--- src/rtl/pso_pkg.sv ---
`timescale 1ns / 1ps
// ----------------------------------------------------------------------------
// pso_pkg
// Shared types, constants and helpers of the polyline stroke outline block.
// ----------------------------------------------------------------------------
package pso_pkg;

    localparam int MAX_VERTICES_DEF = 32;
    localparam int HALF_WIDTH_RESET = 65536;
    localparam int STEP_LAST = 30;

    typedef enum logic [3:0] {
        ST_IDLE,
        ST_RD_PREV,
        ST_RD_CUR,
        ST_RD_NEXT,
        ST_DIFF,
        ST_NORM,
        ST_SQ_X,
        ST_SQ_Y,
        ST_SQRT,
        ST_MUL,
        ST_DIV_INIT,
        ST_DIV,
        ST_QSTORE,
        ST_EMIT_L,
        ST_REV_ADDR,
        ST_REV_EMIT
    } pso_state_t;

    typedef struct packed {
        logic in_write;
        logic lat_prev;
        logic lat_cur;
        logic lat_diff;
        logic norm_step;
        logic sq_x;
        logic sq_y;
        logic sqrt_step;
        logic mul;
        logic div_init;
        logic div_step;
        logic q_store;
        logic sel_y;
        logic off_clear;
        logic off_write;
        logic out_load;
        logic out_right;
        logic out_end;
    } pso_cmd_t;

    typedef struct packed {
        logic norm_done;
        logic vec_zero;
        logic out_free;
    } pso_status_t;

    function automatic logic [31:0] sat32(input logic [32:0] v);
        logic [31:0] r;
        if (v[32] != v[31])
        begin
            r = v[32] ? 32'h8000_0000 : 32'h7FFF_FFFF;
        end
        else
        begin
            r = v[31:0];
        end
        return r;
    endfunction

endpackage

--- src/rtl/pso_ctrl.sv ---
`timescale 1ns / 1ps
// ----------------------------------------------------------------------------
// pso_ctrl
// Sequencer of the stroke outline block: vertex collection, per-vertex
// offset computation and the two output passes.
// ----------------------------------------------------------------------------
module pso_ctrl #(
    parameter int MAX_VERTICES = pso_pkg::MAX_VERTICES_DEF,
    parameter int AW = (MAX_VERTICES > 1) ? $clog2(MAX_VERTICES) : 1,
    parameter int CW = $clog2(MAX_VERTICES + 1)
) (
    input  logic                 clk,
    input  logic                 rst_n,
    input  logic                 in_valid,
    output logic                 in_stall,
    input  logic                 final_vertex,
    input  pso_pkg::pso_status_t status,
    output pso_pkg::pso_cmd_t    cmd,
    output logic [AW-1:0]        rd_addr,
    output logic [AW-1:0]        wr_addr
);

    localparam logic [CW-1:0] CNT_MAX = CW'(MAX_VERTICES);
    localparam logic [AW-1:0] IDX_MAX = AW'(MAX_VERTICES - 1);

    pso_pkg::pso_state_t state_reg, state_next;
    logic [CW-1:0] count_reg, count_next;
    logic [AW-1:0] idx_reg, idx_next;
    logic [AW-1:0] last_reg, last_next;
    logic [4:0]    step_reg, step_next;
    logic          sel_y_reg, sel_y_next;
    logic          room;

    assign room = count_reg < CNT_MAX;

    always_ff @(posedge clk or negedge rst_n)
    begin
        if (!rst_n)
        begin
            state_reg <= pso_pkg::ST_IDLE;
            count_reg <= '0;
            idx_reg   <= '0;
            last_reg  <= '0;
            step_reg  <= '0;
            sel_y_reg <= 1'b0;
        end
        else
        begin
            state_reg <= state_next;
            count_reg <= count_next;
            idx_reg   <= idx_next;
            last_reg  <= last_next;
            step_reg  <= step_next;
            sel_y_reg <= sel_y_next;
        end
    end

    always_comb
    begin
        state_next = state_reg;
        count_next = count_reg;
        idx_next   = idx_reg;
        last_next  = last_reg;
        step_next  = step_reg;
        sel_y_next = sel_y_reg;
        cmd        = '0;
        cmd.sel_y  = sel_y_reg;
        rd_addr    = idx_reg;
        wr_addr    = idx_reg;
        in_stall   = 1'b1;
        unique case (state_reg)
            pso_pkg::ST_IDLE:
            begin
                in_stall = 1'b0;
                wr_addr  = count_reg[AW-1:0];
                if (in_valid)
                begin
                    cmd.in_write = room;
                    if (final_vertex)
                    begin
                        count_next = '0;
                        if (count_reg != '0)
                        begin
                            last_next  = room ? count_reg[AW-1:0] : IDX_MAX;
                            idx_next   = '0;
                            state_next = pso_pkg::ST_RD_PREV;
                        end
                    end
                    else if (room)
                    begin
                        count_next = count_reg + 1'b1;
                    end
                end
            end
            pso_pkg::ST_RD_PREV:
            begin
                rd_addr    = (idx_reg == '0) ? idx_reg : idx_reg - 1'b1;
                state_next = pso_pkg::ST_RD_CUR;
            end
            pso_pkg::ST_RD_CUR:
            begin
                cmd.lat_prev = 1'b1;
                state_next   = pso_pkg::ST_RD_NEXT;
            end
            pso_pkg::ST_RD_NEXT:
            begin
                rd_addr     = (idx_reg == last_reg) ? idx_reg : idx_reg + 1'b1;
                cmd.lat_cur = 1'b1;
                state_next  = pso_pkg::ST_DIFF;
            end
            pso_pkg::ST_DIFF:
            begin
                cmd.lat_diff = 1'b1;
                sel_y_next   = 1'b0;
                state_next   = pso_pkg::ST_NORM;
            end
            pso_pkg::ST_NORM:
            begin
                if (status.vec_zero)
                begin
                    cmd.off_clear = 1'b1;
                    state_next    = pso_pkg::ST_EMIT_L;
                end
                else if (status.norm_done)
                begin
                    state_next = pso_pkg::ST_SQ_X;
                end
                else
                begin
                    cmd.norm_step = 1'b1;
                end
            end
            pso_pkg::ST_SQ_X:
            begin
                cmd.sq_x   = 1'b1;
                state_next = pso_pkg::ST_SQ_Y;
            end
            pso_pkg::ST_SQ_Y:
            begin
                cmd.sq_y   = 1'b1;
                step_next  = '0;
                state_next = pso_pkg::ST_SQRT;
            end
            pso_pkg::ST_SQRT:
            begin
                cmd.sqrt_step = 1'b1;
                step_next     = step_reg + 1'b1;
                if (step_reg == 5'(pso_pkg::STEP_LAST))
                begin
                    state_next = pso_pkg::ST_MUL;
                end
            end
            pso_pkg::ST_MUL:
            begin
                cmd.mul    = 1'b1;
                state_next = pso_pkg::ST_DIV_INIT;
            end
            pso_pkg::ST_DIV_INIT:
            begin
                cmd.div_init = 1'b1;
                step_next    = '0;
                state_next   = pso_pkg::ST_DIV;
            end
            pso_pkg::ST_DIV:
            begin
                cmd.div_step = 1'b1;
                step_next    = step_reg + 1'b1;
                if (step_reg == 5'(pso_pkg::STEP_LAST))
                begin
                    state_next = pso_pkg::ST_QSTORE;
                end
            end
            pso_pkg::ST_QSTORE:
            begin
                cmd.q_store = 1'b1;
                if (sel_y_reg)
                begin
                    state_next = pso_pkg::ST_EMIT_L;
                end
                else
                begin
                    sel_y_next = 1'b1;
                    state_next = pso_pkg::ST_MUL;
                end
            end
            pso_pkg::ST_EMIT_L:
            begin
                cmd.off_write = 1'b1;
                cmd.out_load  = 1'b1;
                if (status.out_free)
                begin
                    if (idx_reg == last_reg)
                    begin
                        state_next = pso_pkg::ST_REV_ADDR;
                    end
                    else
                    begin
                        idx_next   = idx_reg + 1'b1;
                        state_next = pso_pkg::ST_RD_PREV;
                    end
                end
            end
            pso_pkg::ST_REV_ADDR:
            begin
                state_next = pso_pkg::ST_REV_EMIT;
            end
            pso_pkg::ST_REV_EMIT:
            begin
                cmd.out_load  = 1'b1;
                cmd.out_right = 1'b1;
                cmd.out_end   = (idx_reg == '0);
                if (status.out_free)
                begin
                    if (idx_reg == '0)
                    begin
                        state_next = pso_pkg::ST_IDLE;
                    end
                    else
                    begin
                        idx_next   = idx_reg - 1'b1;
                        state_next = pso_pkg::ST_REV_ADDR;
                    end
                end
            end
            default:
            begin
                state_next = pso_pkg::ST_IDLE;
            end
        endcase
    end

endmodule

--- config.mk ---
export PLATFORM = sky130hd
export DESIGN_NAME = pso_ctrl
export DESIGN_NICKNAME = d
export VERILOG_FILES = /design/src/rtl/pso_pkg.sv /design/src/rtl/pso_ctrl.sv
export SDC_FILE = /design/constraint.sdc
export NUM_CORES = 1
export LEC_CHECK = 0
export ABC_AREA = 1
export CELL_PAD_IN_SITES_DETAIL_PLACEMENT = 0
export CELL_PAD_IN_SITES_GLOBAL_PLACEMENT = 1
export CORE_AREA = 2 2 75 77
export DETAILED_ROUTE_END_ITERATION = 10
export DIE_AREA = 0 0 77 79
export DONT_BUFFER_PORTS = 1
export PLACE_DENSITY_LB_ADDON = 0.25
export SYNTH_ARGS = -nofsm -noshare
export SYNTH_HDL_FRONTEND = slang
export SYNTH_SLANG_ARGS = --single-unit
--- constraint.sdc ---
create_clock -name clk -period 1.65 [get_ports clk]
set_input_delay 0.2475 -clock clk [delete_from_list [all_inputs] [get_ports clk]]
set_output_delay 0.2475 -clock clk [all_outputs]
set_load 0.02 [all_outputs]
* Word-level counts from Yosys, hierarchy flattened
Index checks and enable logic that the tools add are counted.
Operators by class: equality and inequality tests 25, add/sub/neg operators 4, multiplexer cells 49, reductions and logical operators 14, $lt $le $gt $ge 1
Operators with widths (number):
- $pmux 4 s16 | 1
- $mux 5 | 9
- $mux 4 | 11
- $eq 4x4->1 const B | 8
- $mux 1 | 20
- $pmux 5 s2 | 2
- $eq 4x3->1 const B | 4
- $pmux 5 s3 | 1
- $ne 2x2->1 const B | 7
- $mux 6 | 2
- $add 5x1->5 const B | 2
- $eq 4x2->1 const B | 2
- $reduce_and 8->1 | 1
- $add 6x1->6 const B | 1
- $lt 6x6->1 const B | 1
- $reduce_and 6->1 | 1
- $reduce_bool 2->1 | 3
- $reduce_bool 6->1 | 1
- $reduce_or 2->1 | 3
- $eq 5x5->1 | 1
- $eq 5x5->1 const B | 1
- $logic_not 5->1 | 1
- $sub 5x1->5 const B | 1
- $eq 4x1->1 const B | 1
- other kinds (8) | 8
Storage, ports and cells: output and inout bits 29, input port bits 7, register bits after elaboration 26, word-level logic and storage cells 99

* Longest topological paths before layout
word-level depth 5, mapped depth 11, mapped depth without buffers 11

* Worst setup path after synthesis
No wires, ideal clock.
path kind register to output, start point register state_reg[0], end point output port wr_addr[0], arrival time 1.543 ns, path buffers 2, cell stages (with the launch flop) 6, data required time 1.402 ns, path slack -0.141 ns, cell sequence dfrtp_1 > buf_6 > nor2_2 > nand2_4 > clkbuf_1 > o21ai_0
Between the ends: longest elaborated chain between the ends 2
Ends and longest elaborated chain:
- from (decl) | RTL line pso_ctrl.sv:26 | pso_pkg::pso_state_t state_reg, state_next;
- from (signal assigned) | RTL line pso_ctrl.sv:40 | state_reg <= pso_pkg::ST_IDLE;
- from (signal assigned) | RTL line pso_ctrl.sv:49 | state_reg <= state_next;
- $logic_not 4->1 | RTL line pso_ctrl.sv:71 | unique case (state_reg)
- $mux 5 | RTL line pso_ctrl.sv:71
- to (decl) | RTL line pso_ctrl.sv:20 | output logic [AW-1:0] wr_addr
Every way passes these cells.

* Final worst setup path
start point register idx_reg[0], end point output port rd_addr[4]
Between the ends: longest elaborated chain between the ends 3, elaborated cells on any way between the ends 7, those cells by class add/sub (2); eq/ne (1); mux (3); reduce/logical (1)
Ends and longest elaborated chain:
- from (decl) | RTL line pso_ctrl.sv:28 | logic [AW-1:0] idx_reg, idx_next;
- from (signal assigned) | RTL line pso_ctrl.sv:51 | idx_reg <= idx_next;
- $add 5x1->5 (tied with other cells) | RTL line pso_ctrl.sv:107 | rd_addr = (idx_reg == last_reg) ? idx_reg : idx_reg + 1'b1;
- $mux 5, on equally long branches
- $pmux 5 s2 (*) | RTL line pso_ctrl.sv:71
- to (decl) | RTL line pso_ctrl.sv:19 | output logic [AW-1:0] rd_addr,
Every way passes the cells marked *; elsewhere a longest branch is shown, timed or not.

==> results.py <==
metrics = {
    "hold_path": {
        "hp-class": "in2reg",
        "hold_end": "count_reg[0]",
        "hold_depth": 3,
        "hold_start": "final_vertex",
    },
    "logic_synthesis": {
        "syn_avg_cell_area_sq_um": 6.43,
        "synth_area_sq_um": 2030,
        "ys_seq_elements": 26,
        "synth_adder_area_share": 0.0369,
        "yosys.area.top_type_share": 0.320,
        "synth-compound-area-share": 0.110,
        "synth_cells": 316,
        "synth_area_leaders": "dfrtp_1 32%, nand2_1 16%, nor2_1 8.9%, inv_1 7.6%, nand3_1 7.4%",
        "ys_seq_area_frac": 0.320,
        "synthSimpleGateAreaFrac": 0.393,
        "ys_types": 28,
        "synth_top_family_by_area": "simple AND/OR/NAND/NOR gates",
        "syn-num-nets": 329,
        "ys_warn_count": 0,
        "synthXorXnorAreaFrac": 0.0302,
        "muxShareOfSynthArea": 0,
        "synth_top_area_cell": "dfrtp_1",
    },
    "global_routing": {
        "grt_pass1_vias": 2162,
        "grt_usage": 0.199,
        "antenna_found_initial": 0,
        "grt_overflow": 0,
        "grt_max_degree": 27,
        "grt_first_pass_wirelength_um": 9870,
    },
    "sta": {
        "finClkSkew_ps": 5.32,
        "setup_viol": 21,
        "worst_pin_slew_ps": 337,
        "period_minus_slack_ps": 1910,
        "worst_slack_ps": -263,
        "maxSlewHeadroom": 0.774,
        "hold_violations": 0,
        "fmax_mhz": 523,
        "fin_crit_sh": 1.16,
        "hold_ws_ps": 159,
        "fin_tns_setup_ps": -1820,
        "rsz0062_at_grt": "true",
        "slew_violations": 0,
    },
    "status": {
        "failed_checks": "setup timing",
        "outcome": "finished with violations",
    },
    "place": {
        "place.gp.congestion": 0.882,
        "io_buffers": 0,
        "place_ws_ps": -107,
        "placed_area_sq_um": 2590,
        "hpwl_um": 4240,
    },
    "critical_path": {
        "end_kind": "output pin",
        "critPathLaunchType": "flip-flop",
        "cpMaxStageDelayCell": "dfrtp_2",
        "required_ps": 1400,
        "path_depth": 8,
        "cp_data_arrival_time_ps": 1670,
        "ff2ff_path_depth": 10,
        "cpLargestDelayFamily": "flip-flops",
        "max_stage_delay_ps": 480,
        "crit_start": "idx_reg[0]",
        "r2r_slack_ps": -60,
        "critPathKind": "reg2out",
        "path_max_fanout": 5,
        "critical_path_buf_inv_count": 1,
        "timing.rr.start": "state_reg[0]",
        "crit_chain": "buf_6 -> ha_4 -> nand3_2 -> xor2_1 -> nand2_2 -> o21ai_2 -> nand2_2 -> o21ai_4",
        "r2r-end": "last_reg[0]",
        "cp_common_cell": "nand2_2",
    },
    "cells_and_area": {
        "final_cell_mix": "63 x nand2_1, 59 x buf_4, 27 x inv_1, 27 x nor2_4, 25 x buf_6",
        "drive_gt1_frac": 0.524,
        "largest_reg_flops": 6,
        "nets": 415,
        "layout.cells.most_common": "nand2_1",
        "syn_to_final_growth_pct": 70.8,
        "antenna_cells": 0,
        "finish.instance_area_sq_um": 3470,
    },
    "cts": {
        "cts_buffer_depth": 2,
        "tritoncts": "done",
        "cts-root-buf": "clkbuf_8",
        "numCtsBuffers": 3,
        "path_clk_slew_ps": 100,
        "clock_latency_ps": 280,
        "clock-sinks": 26,
        "htreeDepth": 1,
    },
    "detailed_routing": {
        "vias": 2371,
        "drtIter0Drc": 127,
        "drc": 0,
        "postRouteAntennaNets": 0,
        "dr.pass1.iters": 4,
        "detail_route.wl_per_cell_um": 14.0,
        "drt-total-wl_um": 6620,
        "vias_per_cell": 5.01,
    },
    "power": {
        "powerDensity_nw_per_um2": 391,
        "power_leakage_nw": 1.61,
        "irDropWorstVdd_mv": 0.438,
    },
    "die": {
        "initial_core_util": 0.381,
        "die-area_sq_um": 6080,
        "die_w_um": 77,
        "pin_count": 36,
        "fp.dieH_um": 79,
        "rows": 27,
        "fp.coreArea_sq_um": 5340,
    },
    "run": {
        "cap_viol_max_count": 0,
    },
}
[per-layer routing]
| layer | GRT usage | share of wire |
|---|---|---|
| met5 | 0 | 0 |
| met3 | 0.0227 | 0.033 |
| met1 | 0.260 | 0.45 |
| met4 | 0.0429 | 0.0080 |
| met2 | 0.357 | 0.51 |
[how the worst max path moves through the flow]
stage	end	slack, ps
finish	rd_addr[4]	-260
global route	rd_addr[4]	-340
CTS	rd_addr[3]	-180
detailed placement	rd_addr[2]	-110
global placement	rd_addr[2]	-130
floorplan	wr_addr[0]	-140
[stage by stage]
stage | cells | power (mW) | util
after detailed placement | 445 | 0.762 | 0.485
after CTS | 463 | 1.35 | 0.566
final | 473 | 1.36 | 0.650
after global routing | 473 | 1.41 | 0.650
after global placement | 445 | 0.760 | 0.485
after floorplan | 316 | 0.723 | -
[Yosys cell counts (all sizes together)]
| library cell | instances |
|---|---|
| nand4 | 3 |
| xor2 | 5 |
| nand2 | 88 |
| buf | 7 |
| a21oi | 9 |
| o22ai | 2 |
| clkbuf | 1 |
| o21ai | 28 |
| a31oi | 1 |
| nor3 | 5 |
| inv | 44 |
| or2 | 1 |
| o31ai | 1 |
| dfrtp | 26 |
| nand3 | 32 |
| ha | 6 |
| xnor2 | 2 |
| nor2 | 55 |
[power by group]
part,internal [mW],switching [mW],leakage (nW)
Sequential,0.649,0.0104,0.291
Combinational,0.0646,0.0850,1.28
Clock,0.325,0.224,0.0357
[cell families (layout without fill, tap and decap cells)]
kind of cell	count (synthesis)	count (layout)
xor gates and xnor gates	7	7
adders and majority gates	6	6
AOI/OAI and AO/OA	41	41
buffers and inverters	52	136
and+or+nand+nor	184	185
DFF	26	26
[area by class of cell]
class                           count  area [sq um]
Clock inverter                      1          30.0
Sequential cell                    26           657
Multi-Input combinational cell    239          1680
Tap cell                           72          90.1
Fill cell                         479          1870
Timing Repair Buffer               88           790
Clock buffer                        3          41.3
Inverter                           44           186
[worst min-delay path: stages]
cell and delay, ps:
inv_1 30, nand3_1 60, o21ai_0 70
[repair_timing]
| action | 4_1_cts | 5_1_grt |
|---|---|---|
| endpoints found under the setup margin | 23 | 43 |
| gates cloned | 0 | 1 |
| resized for setup | 72 | 114 |
| setup buffers | 12 | 13 |
| pin swaps | 17 | 28 |
| hold buffers | 2 | 0 |
| hold endpoints to repair | 26 | 0 |
Power figures use the tool's default switching activity.
